<file path="src/rtl/iecd_pkg.sv">
// ----------------------------------------------------------------------------
// iecd_pkg
// Shared constants and types of the interrupt event count dispatcher.
// ----------------------------------------------------------------------------
package iecd_pkg;

  localparam int NUM_LINES = 32;
  localparam int LINE_W    = $clog2(NUM_LINES);
  localparam int COUNT_W   = 32;
  localparam int MASK_W    = 32;

  localparam logic [COUNT_W-1:0] COUNT_MAX = {COUNT_W{1'b1}};

  // Request opcodes.
  localparam logic OP_RAISE   = 1'b0;
  localparam logic OP_SERVICE = 1'b1;

  // Read port request of the counter memory.
  typedef struct packed {
    logic              en;
    logic [LINE_W-1:0] addr;
  } ram_rd_t;

  // Write port request of the counter memory.
  typedef struct packed {
    logic               en;
    logic [LINE_W-1:0]  addr;
    logic [COUNT_W-1:0] data;
  } ram_wr_t;

endpackage

</file>
<file path="src/rtl/iecd_count_ram.sv">
// ----------------------------------------------------------------------------
// iecd_count_ram
// Event counter memory, one word per line, registered read.
// Entries never written since reset read as zero through per-entry valid bits.
// ----------------------------------------------------------------------------
module iecd_count_ram (
  input  logic                         clk,
  input  logic                         rst,
  input  iecd_pkg::ram_rd_t            rd,
  input  iecd_pkg::ram_wr_t            wr,
  output logic [iecd_pkg::COUNT_W-1:0] rd_data
);

  logic [iecd_pkg::COUNT_W-1:0] mem [iecd_pkg::NUM_LINES];
  logic [iecd_pkg::NUM_LINES-1:0] entry_valid;
  logic [iecd_pkg::COUNT_W-1:0] rd_word;
  logic                         rd_word_valid;

  always_ff @(posedge clk) begin
    if (wr.en) begin
      mem[wr.addr] <= wr.data;
    end
    if (rd.en) begin
      rd_word <= mem[rd.addr];
    end
  end

  always_ff @(posedge clk) begin
    if (rst) begin
      entry_valid   <= '0;
      rd_word_valid <= 1'b0;
    end else begin
      if (wr.en) begin
        entry_valid[wr.addr] <= 1'b1;
      end
      if (rd.en) begin
        rd_word_valid <= entry_valid[rd.addr];
      end
    end
  end

  assign rd_data = rd_word_valid ? rd_word : '0;

endmodule

</file>
<file path="src/rtl/iecd_pick.sv">
// ----------------------------------------------------------------------------
// iecd_pick
// Priority picker: highest-numbered line that is pending and subscribed.
// ----------------------------------------------------------------------------
module iecd_pick (
  input  logic [iecd_pkg::NUM_LINES-1:0] pending,
  input  logic [iecd_pkg::MASK_W-1:0]    mask,
  output logic                           found,
  output logic [iecd_pkg::LINE_W-1:0]    idx
);

  logic [iecd_pkg::NUM_LINES-1:0] eligible;

  assign eligible = pending & mask;
  assign found    = |eligible;

  // Later iterations override earlier ones, so the highest set bit wins.
  always_comb begin
    idx = '0;
    for (int i = 0; i < iecd_pkg::NUM_LINES; i++) begin
      if (eligible[i]) begin
        idx = iecd_pkg::LINE_W'(i);
      end
    end
  end

endmodule

</file>
<file path="src/rtl/irq_event_count_dispatcher_core.sv">
// ----------------------------------------------------------------------------
// irq_event_count_dispatcher_core: a request is accepted in IDLE, where its
// counter is read through the memory's registered read, and its result is
// registered at the end of UPDATE, with the write-back; no new request is
// taken until then, and a result left waiting holds the input off until it
// is taken. Reset clears pending bits, mask and counters (via valid bits); no clearing pass is needed.
// ----------------------------------------------------------------------------
module irq_event_count_dispatcher_core (
  input  logic                         clk,
  input  logic                         rst,
  // Request channel.
  input  logic                         in_valid,
  output logic                         in_ready,
  input  logic                         opcode,
  input  logic [iecd_pkg::LINE_W-1:0]  line,
  // Result channel.
  output logic                         out_valid,
  input  logic                         out_ready,
  output logic                         served,
  output logic [iecd_pkg::LINE_W-1:0]  served_line,
  output logic [iecd_pkg::COUNT_W-1:0] remaining_count,
  output logic                         more_pending,
  // Subscription mask register.
  input  logic                         cfg_we,
  input  logic [iecd_pkg::MASK_W-1:0]  cfg_wdata
);

  // Two-state sequencer. In IDLE a request is taken and the counter of its
  // target line is read. In UPDATE the read word is modified, written back and
  // the result is loaded into the output register. If that register still
  // holds a result that has not been taken, UPDATE waits; the read word stays
  // put because no new read is issued.
  typedef enum logic [1:0] {
    S_IDLE   = 2'b01,
    S_UPDATE = 2'b10
  } state_t;

  state_t state, state_next;

  logic [iecd_pkg::MASK_W-1:0]    subscription_mask;
  logic [iecd_pkg::NUM_LINES-1:0] pending_bits;
  logic [iecd_pkg::NUM_LINES-1:0] pending_next;

  // Request held across the UPDATE state.
  logic                        op_q;
  logic [iecd_pkg::LINE_W-1:0] target_q;
  logic                        hit_q;

  logic                        accept;
  logic                        pick_found;
  logic [iecd_pkg::LINE_W-1:0] pick_idx;
  logic                        out_free;
  logic                        finish;

  iecd_pkg::ram_rd_t            ram_rd;
  iecd_pkg::ram_wr_t            ram_wr;
  logic [iecd_pkg::COUNT_W-1:0] count_rd;
  logic [iecd_pkg::COUNT_W-1:0] count_new;

  assign in_ready = (state == S_IDLE);
  assign accept   = in_valid && in_ready;
  assign out_free = !out_valid || out_ready;
  assign finish   = (state == S_UPDATE) && out_free;

  // The service pick is made from the pending bits as they stand at accept
  // time; nothing else changes them while the request is in flight.
  iecd_pick u_pick (
    .pending (pending_bits),
    .mask    (subscription_mask),
    .found   (pick_found),
    .idx     (pick_idx)
  );

  assign ram_rd.en   = accept;
  assign ram_rd.addr = (opcode == iecd_pkg::OP_SERVICE) ? pick_idx : line;

  iecd_count_ram u_count_ram (
    .clk     (clk),
    .rst     (rst),
    .rd      (ram_rd),
    .wr      (ram_wr),
    .rd_data (count_rd)
  );

  // Counter update: raise saturates at the top, service stops at zero and
  // drops the pending bit once the counter is empty.
  always_comb begin
    pending_next = pending_bits;
    count_new    = count_rd;
    if (op_q == iecd_pkg::OP_RAISE) begin
      if (count_rd != iecd_pkg::COUNT_MAX) begin
        count_new = count_rd + iecd_pkg::COUNT_W'(1);
      end
      if (hit_q) begin
        pending_next[target_q] = 1'b1;
      end
    end else begin
      if (count_rd != '0) begin
        count_new = count_rd - iecd_pkg::COUNT_W'(1);
      end
      if (hit_q && (count_new == '0)) begin
        pending_next[target_q] = 1'b0;
      end
    end
  end

  assign ram_wr.en   = finish && hit_q;
  assign ram_wr.addr = target_q;
  assign ram_wr.data = count_new;

  always_comb begin
    state_next = state;
    unique case (state)
      S_IDLE: begin
        if (accept) begin
          state_next = S_UPDATE;
        end
      end
      S_UPDATE: begin
        if (out_free) begin
          state_next = S_IDLE;
        end
      end
      default: begin
        state_next = S_IDLE;
      end
    endcase
  end

  // Control state.
  always_ff @(posedge clk) begin
    if (rst) begin
      state             <= S_IDLE;
      subscription_mask <= '0;
      pending_bits      <= '0;
      out_valid         <= 1'b0;
    end else begin
      state <= state_next;
      if (cfg_we) begin
        subscription_mask <= cfg_wdata;
      end
      if (finish) begin
        pending_bits <= pending_next;
        out_valid    <= 1'b1;
      end else if (out_ready) begin
        out_valid <= 1'b0;
      end
    end
  end

  // Request and result payload.
  always_ff @(posedge clk) begin
    if (accept) begin
      op_q     <= opcode;
      target_q <= ram_rd.addr;
      // Every 5-bit line number addresses a real line, so a raise always hits.
      hit_q    <= (opcode == iecd_pkg::OP_SERVICE) ? pick_found : 1'b1;
    end
    if (finish) begin
      served          <= (op_q == iecd_pkg::OP_SERVICE) && hit_q;
      served_line     <= hit_q ? target_q : '0;
      remaining_count <= hit_q ? count_new : '0;
      more_pending    <= |(pending_next & subscription_mask);
    end
  end

endmodule

</file>
<file path="config.mk">
export PLATFORM = sky130hd
export DESIGN_NAME = irq_event_count_dispatcher_core
export DESIGN_NICKNAME = d
export VERILOG_FILES = /design/src/rtl/iecd_pkg.sv /design/src/rtl/iecd_count_ram.sv /design/src/rtl/iecd_pick.sv /design/src/rtl/irq_event_count_dispatcher_core.sv
export SDC_FILE = /design/constraint.sdc
export NUM_CORES = 2
export LEC_CHECK = 0
export BUFFER_PORTS_ARGS = -buffer_cell sky130_fd_sc_hd__buf_4
export CORE_UTILIZATION = 36
export CTS_BUF_LIST = sky130_fd_sc_hd__clkbuf_16
export CTS_CLUSTER_DIAMETER = 60
export DETAILED_ROUTE_END_ITERATION = 16
export PLACE_DENSITY = 0.53
export SYNTH_ARGS = -nofsm -noshare
export SYNTH_HDL_FRONTEND = slang
export SYNTH_HIERARCHICAL = 1
export SYNTH_SLANG_ARGS = --single-unit
</file>
<file path="constraint.sdc">
create_clock -name clk -period 5.1 [get_ports clk]
set_input_delay 0.255 -clock clk [delete_from_list [all_inputs] [get_ports clk]]
set_output_delay 0.255 -clock clk [all_outputs]
set_load 0.01 [all_outputs]
</file>
# [Word-level counts from Yosys, hierarchy flattened]
# Memory sizes are Yosys's and may differ from the RTL's. A register that Yosys moved wholly into a read port is not among the register bits.
# Index checks and enable logic that the tools add are counted.
# W data, S select, Z words.
[op_classes] n_reduce_logical=14 mux=51 bitwise_logic=6 addsub=2 eq_ne=5 n_lt_le_gt_ge=3
[ops] operator="$mux W32" n=8
[ops] operator="$and A32 B32 Y32" n=3
[ops] operator="$mux W5" n=17
[ops] operator="$or A32 B32 Y32" n=2
[ops] operator="$reduce_or A32 Y1" n=2
[ops] operator="$add A32 B1 Y32 const B" n=1
[ops] operator="$logic_not A32 Y1" n=1
[ops] operator="$mux W4" n=8
[ops] operator="$ne A32 B32 Y1 const B" n=1
[ops] operator="$not A32 Y32" n=1
[ops] operator="$reduce_bool A32 Y1" n=1
[ops] operator="$sub A32 B1 Y32 const B" n=1
[ops] operator="$lt A5 B6 Y1 const B" n=2
[ops] operator="$mux W3" n=4
[ops] operator="$mux W2" n=4
[ops] operator="$mux W1" n=7
[ops] operator="$logic_and A1 B1 Y1" n=6
[ops] operator="$bmux W1 S5" n=1
[ops] operator="$demux W1 S5" n=1
[ops] operator="$ge A5 B1 Y1 const B" n=1
[ops] operator="$pmux W2 S2" n=1
[ops] operator="$eq A2 B1 Y1 const B" n=1
[ops] operator="$eq A2 B2 Y1 const B" n=1
[ops] operator="$ne A2 B1 Y1 const B" n=1
[ops] operator="other kinds (5)" n=5
[totals] out_inout_bits=41 word_cells=95 mem_count=1 inputBits=43 ramBits=1024 regBits=146
[mem_list] name="u_count_ram.mem" words=32 width=32 read_ports=1 rd_clocked_by_memory_dff=1 wr=1 line_no="iecd_count_ram.sv:14" source="logic [iecd_pkg::COUNT_W-1:0] mem [iecd_pkg::NUM_LINES];"

# [Depth between registers and ports, before layout]
[logic_depth] depth_word=35 depth_mapped=18 ltp_nobuf=14

# [Cells and area by module]
# The synthesis kept the hierarchy.
[by_module_without_submodules] module="iecd_count_ram" instances=1 seq_area_each_um2=32371.0 area_each_um2=41303.4 cells_each=1709
[by_module_without_submodules] module="irq_event_count_dispatcher_core" instances=1 seq_area_each_um2=2722.6 area_each_um2=6981.7 cells_each=828
[by_module_without_submodules] module="iecd_pick" instances=1 seq_area_each_um2=0.0 area_each_um2=504.2 cells_each=83

# [Worst setup path after synthesis]
# No wires, ideal clock.
[synth_timing] path_kind="flip-flop to flip-flop" startpoint="reg u_count_ram.rd_word_valid" endpoint="mem u_count_ram/mem[0][25] (netlist bit), data pin" stages_incl_launch_ff=14 path_buffers=5 period_less_slack_ns=4.357 slack_ns=0.743 t_arrival_ns=3.965 setup_time_ns=0.392 required_time_ns=4.708 cell_sequence="dfxtp_1 clkbuf_1 and2_1 buf_6 or4_4 buf_6 or3_4 buf_6 or2_4 buf_6 or3_2 nor3_1 a21oi_1 xnor2_1"
[synth_via] elab_chain_len=5 word_cells_on_any_way=9 cone_classes="2 x add/sub; 1 x eq/ne; 5 x mux; 1 x reduce/logical"
[synth_lines] element="from (decl)" line_no="iecd_count_ram.sv:17" source="logic rd_word_valid;"
[synth_lines] element="from (signal assigned)" line_no="iecd_count_ram.sv:37" source="rd_word_valid <= entry_valid[rd.addr];"
[synth_lines] element="$mux W32 *" line_no="iecd_count_ram.sv:42" source="assign rd_data = rd_word_valid ? rd_word : '0;"
[synth_lines] element="net count_rd, one bit" line_no="irq_event_count_dispatcher_core.sv:57" source="logic [iecd_pkg::COUNT_W-1:0] count_rd;"
[synth_lines] element="$sub A32 B1 Y32 / $reduce_bool A32 Y1 (equally long branches)" line_no="irq_event_count_dispatcher_core.sv:99, irq_event_count_dispatcher_core.sv:98"
[synth_lines] element="$mux W32" line_no="irq_event_count_dispatcher_core.sv:98" source="if (count_rd != '0) begin"
[synth_lines] element="$mux W32" line_no="irq_event_count_dispatcher_core.sv:90" source="if (op_q == iecd_pkg::OP_RAISE) begin"
[synth_lines] element="$mux W32 *" line_no="irq_event_count_dispatcher_core.sv:90"
[synth_lines] element="net count_new, one bit" line_no="irq_event_count_dispatcher_core.sv:58" source="logic [iecd_pkg::COUNT_W-1:0] count_new;"
[synth_lines] element="to (decl)" line_no="iecd_count_ram.sv:14"
# Mark *: on every way through the listed nets, which the timed path passes. The rest lies on a longest branch. The select of a mux whose other input is x is not followed.

# [Final worst setup path]
[layout_timing] startpoint="reg u_count_ram.rd_word_valid" endpoint="reg more_pending, data pin"
[layout_via] elab_chain_len=10 word_cells_on_any_way=11 cone_classes="1 x add/sub; 5 x mux; 1 x bitwise; 4 x reduce/logical"
[layout_lines] element="$mux W32 *" line_no="iecd_count_ram.sv:42"
[layout_lines] element="net count_rd, one bit" line_no="irq_event_count_dispatcher_core.sv:57"
[layout_lines] element="$sub A32 B1 Y32 / $reduce_bool A32 Y1 (equally long branches)" line_no="irq_event_count_dispatcher_core.sv:99, irq_event_count_dispatcher_core.sv:98"
[layout_lines] element="$mux W32 *" line_no="irq_event_count_dispatcher_core.sv:98"
[layout_lines] element="$mux W32 *" line_no="irq_event_count_dispatcher_core.sv:90"
[layout_lines] element="$logic_not A32 Y1 *" line_no="irq_event_count_dispatcher_core.sv:101" source="if (hit_q && (count_new == '0)) begin"
[layout_lines] element="$logic_and A1 B1 Y1 *" line_no="irq_event_count_dispatcher_core.sv:101"
[layout_lines] element="$mux W32 *" line_no="irq_event_count_dispatcher_core.sv:101"
[layout_lines] element="$mux W32 *" line_no="irq_event_count_dispatcher_core.sv:90"
[layout_lines] element="$and A32 B32 Y32 *" line_no="irq_event_count_dispatcher_core.sv:163" source="more_pending <= |(pending_next & subscription_mask);"
[layout_lines] element="$reduce_or A32 Y1 *" line_no="irq_event_count_dispatcher_core.sv:163"
[layout_lines] element="to (signal assigned)" line_no="irq_event_count_dispatcher_core.sv:163"
[layout_lines] element="to (decl)" line_no="irq_event_count_dispatcher_core.sv:22" source="output logic more_pending,"
# Marked as above.
# A chain may end at the register's enable or synchronous reset.

==> metrics.txt <==
r2r worst-path depth=14; synth warn=6; CP Launch Type=flop; Max Slew Vio Count=0; share of layout cells above drive strength 1=30.3%; row cnt=134; syn avg cell area=18.6 um^2; clock root buffer=clkbuf_16; critical path arrival=5.26 ns; setup TNS=0 ns; commonest non-fill, non-tap cell in the layout=edfxtp_1; Worst Hold Class=in -> reg; run status=finished clean; clock skew=0.0418 ns; hpwl dp=84.7 mm; synthesized flop and latch total=1202; synthesized area=48800 um^2; total power=22600 uW; gr ovfl total=0; Post-Syn Nets=2666; commonest cells after routing, fill and taps aside=edfxtp_1, mux4_2, buf_4; relative slew slack=16.3%; chip width=370 um; Max Buffers Root-to-Sink=3; RSZ-0062 raised after global routing=no; Core ar.=134000 um^2; Post-synth top flop=edfxtp_1; Synth-to-Final Area Change=18.7%; Worst-Skew Late Latency=0.78 ns; Fin. Hold Viols=0; Die Y=370 um; die area=137000 um^2; max-cap check violation count=0; fmax=209 MHz; cts bufs inserted=136; DRC viols=0; # nets final=2964; fin crit share=93.8%; CTS tree=built; CP Capture Type=flop; largest net degree at the start of global routing=79; GP Congestion=0.910; Initial DRC Count=2834; vias per cell=5.68; initial antenna violation count=2; CP Max Fanout=20; CTS Sinks=1202; via count=27200; post-CTS setup buffer count=0; Initial Utilization=36.4%; Pleak=0.0188 uW; Clk pin slew, worst setup/hold paths=0.06 ns; CP required=5.58 ns; final wirelength=146 mm; DR WL/cell=30.4 um; Post-synth EDFFs=1102; Ports=84; setup violators final=0; Setup CP Type=reg -> reg; Seq/Total Area, Yosys=71.9%; post-route ant nets=0; power density of the placed cells=390 nW/um^2; Port Buffers=83; minimum clock period=4.79 ns; Fillers=11600; first-pass GRT wire length=208 mm; Pre-Repair DR Iteration Count=6; H-tree depth=4; register area=35100 um^2; Slew @ Worst Pin=1.25 ns; Syn Inst Count=2620; GRT Util Overall=21.5%; Cell variety after synth=84; maximum VDD drop=0.000285 V; hold path depth=3; vias in the first global route=27800; area of the multi-input gates=13500 um^2; Post-synth ARST share=0%
[through the flow]
| step | util [%] | area (um^2) | hold slack, ns | std cells | worst slack, ns |
|---|---|---|---|---|---|
| 6_report | 43.2 | 57900 | 0.0571 | 4794 | 0.314 |
| 5_1_grt | 43.2 | 57900 | 0.0511 | 4793 | 0.0368 |
| 4_1_cts | 43.2 | 57900 | 0.00302 | 4793 | 0.243 |
| 3_5_place_dp | 39.6 | 53100 | 0.458 | 4497 | 0.293 |
| 3_3_place_gp | 39.6 | 53100 | 0.451 | 4497 | 0.331 |
| 2_1_floorplan | - | 48800 | 0.354 | 2620 | 0.743 |
[cell usage after synthesis, drive strengths merged (8+ instances only)]
| cell type | number | area share [%] |
|---|---|---|
| edfxtp | 1102 | 68 |
| mux4 | 320 | 15 |
| nor2 | 181 | 1.4 |
| nand2 | 132 | 1.1 |
| dfxtp | 100 | 4.1 |
| clkbuf | 81 | 0.62 |
| and2 | 78 | 1.0 |
| buf | 65 | 0.82 |
| a21oi | 62 | 0.64 |
| mux2i | 51 | 1.0 |
| o21ai | 50 | 0.51 |
| nand3 | 41 | 0.44 |
| mux2 | 37 | 0.85 |
| nor3 | 31 | 0.33 |
| xnor2 | 27 | 0.48 |
| nor4 | 20 | 0.31 |
| nand4 | 19 | 0.24 |
| o211ai | 18 | 0.31 |
| a22oi | 16 | 0.25 |
| inv | 13 | 0.10 |
| a31oi | 11 | 0.14 |
| or3 | 11 | 0.16 |
| or2 | 10 | 0.13 |
| xor2 | 10 | 0.18 |
| a22o | 9 | 0.16 |
| and3 | 9 | 0.12 |
| a211oi | 8 | 0.13 |
| nand2b | 8 | 0.10 |
| nand3b | 8 | 0.12 |
[sequential cells by signal, summed over array words and instances, names as in the netlist]
signal,cells
u_count_ram/entry_valid,32
u_count_ram/rd_word,32
served,1
more_pending,1
served_line,5
op_q,1
state,2
u_count_ram/rd_word_valid,1
remaining_count,32
u_count_ram/mem,1024
target_q,5
hit_q,1
out_valid,1
pending_bits,32
subscription_mask,32
[critical path, cell delays in order (launching register included)]
cell       delay, ns
dfxtp_1         0.41
buf_4           0.25
and2_1          0.17
or3_1           0.43
or4_1           0.63
o41ai_1         0.40
o21ai_0         0.20
nor3_1          0.21
and4_2          0.32
nand3_1         0.30
o211ai_1        0.28
nand3_1         0.09
a2111oi_0       0.52
buf_4           0.20
nand4_1         0.08
[report_power, final]
part	switching, uW	internal [uW]
registers	68.0	11200
clock network	3980	5430
logic	1210	703
[kinds of logic (layout without fill, tap and decap cells)]
| logic type | after synthesis | after routing | synth area share [%] |
|---|---|---|---|
| AO/OA/AOI/OAI | 225 | 225 | 3.06 |
| XOR/XNOR | 37 | 37 | 0.664 |
| adder cells (fa/ha/maj) | 3 | 3 | 0.0769 |
| buffers and inverters | 160 | 565 | 1.55 |
| flip-flops | 1202 | 1202 | 71.9 |
| multiplexers | 408 | 408 | 16.7 |
| other | 0 | 1 | 0 |
| AND/OR/NAND/NOR | 585 | 585 | 6.05 |
[final cells by class]
class / instances / area share (%)
Tap cell: 1768 / 3.82
Clock buffer: 139 / 6.00
Clock inverter: 106 / 1.40
Timing Repair Buffer: 306 / 4.77
Sequential cell: 1202 / 60.6
Multi-Input combinational cell: 1258 / 23.3
Inverter: 14 / 0.0929
Antenna cell: 1 / 0.00432
[metal layers]
layer  global-route usage, %  share of wire, %
met1                    30.1                43
met2                    34.5                48
met3                    3.27               6.5
met4                    6.56               2.8
met5                       0                 0
[worst paths after layout]
kind                                                                from                                       end  slack [ns]
worst min register to register  u_count_ram/entry_valid[11]$_SDFFE_PP0P_  u_count_ram/entry_valid[11]$_SDFFE_PP0P_        0.47
worst max-delay path              u_count_ram/rd_word_valid$_SDFFE_PP0P_                    more_pending$_DFFE_PP_        0.31
worst min-delay path                                              cfg_we        subscription_mask[16]$_SDFFE_PP0P_        0.06
worst max register to register    u_count_ram/rd_word_valid$_SDFFE_PP0P_                    more_pending$_DFFE_PP_        0.31
[timing repair]
item / CTS / global route
hold endpoints to repair: 58 / 0
hold buffers: 51 / 0
gates resized for setup: 0 / 5
endpoints found under the setup margin: 0 / 1
Power figures use the tool's default switching activity.
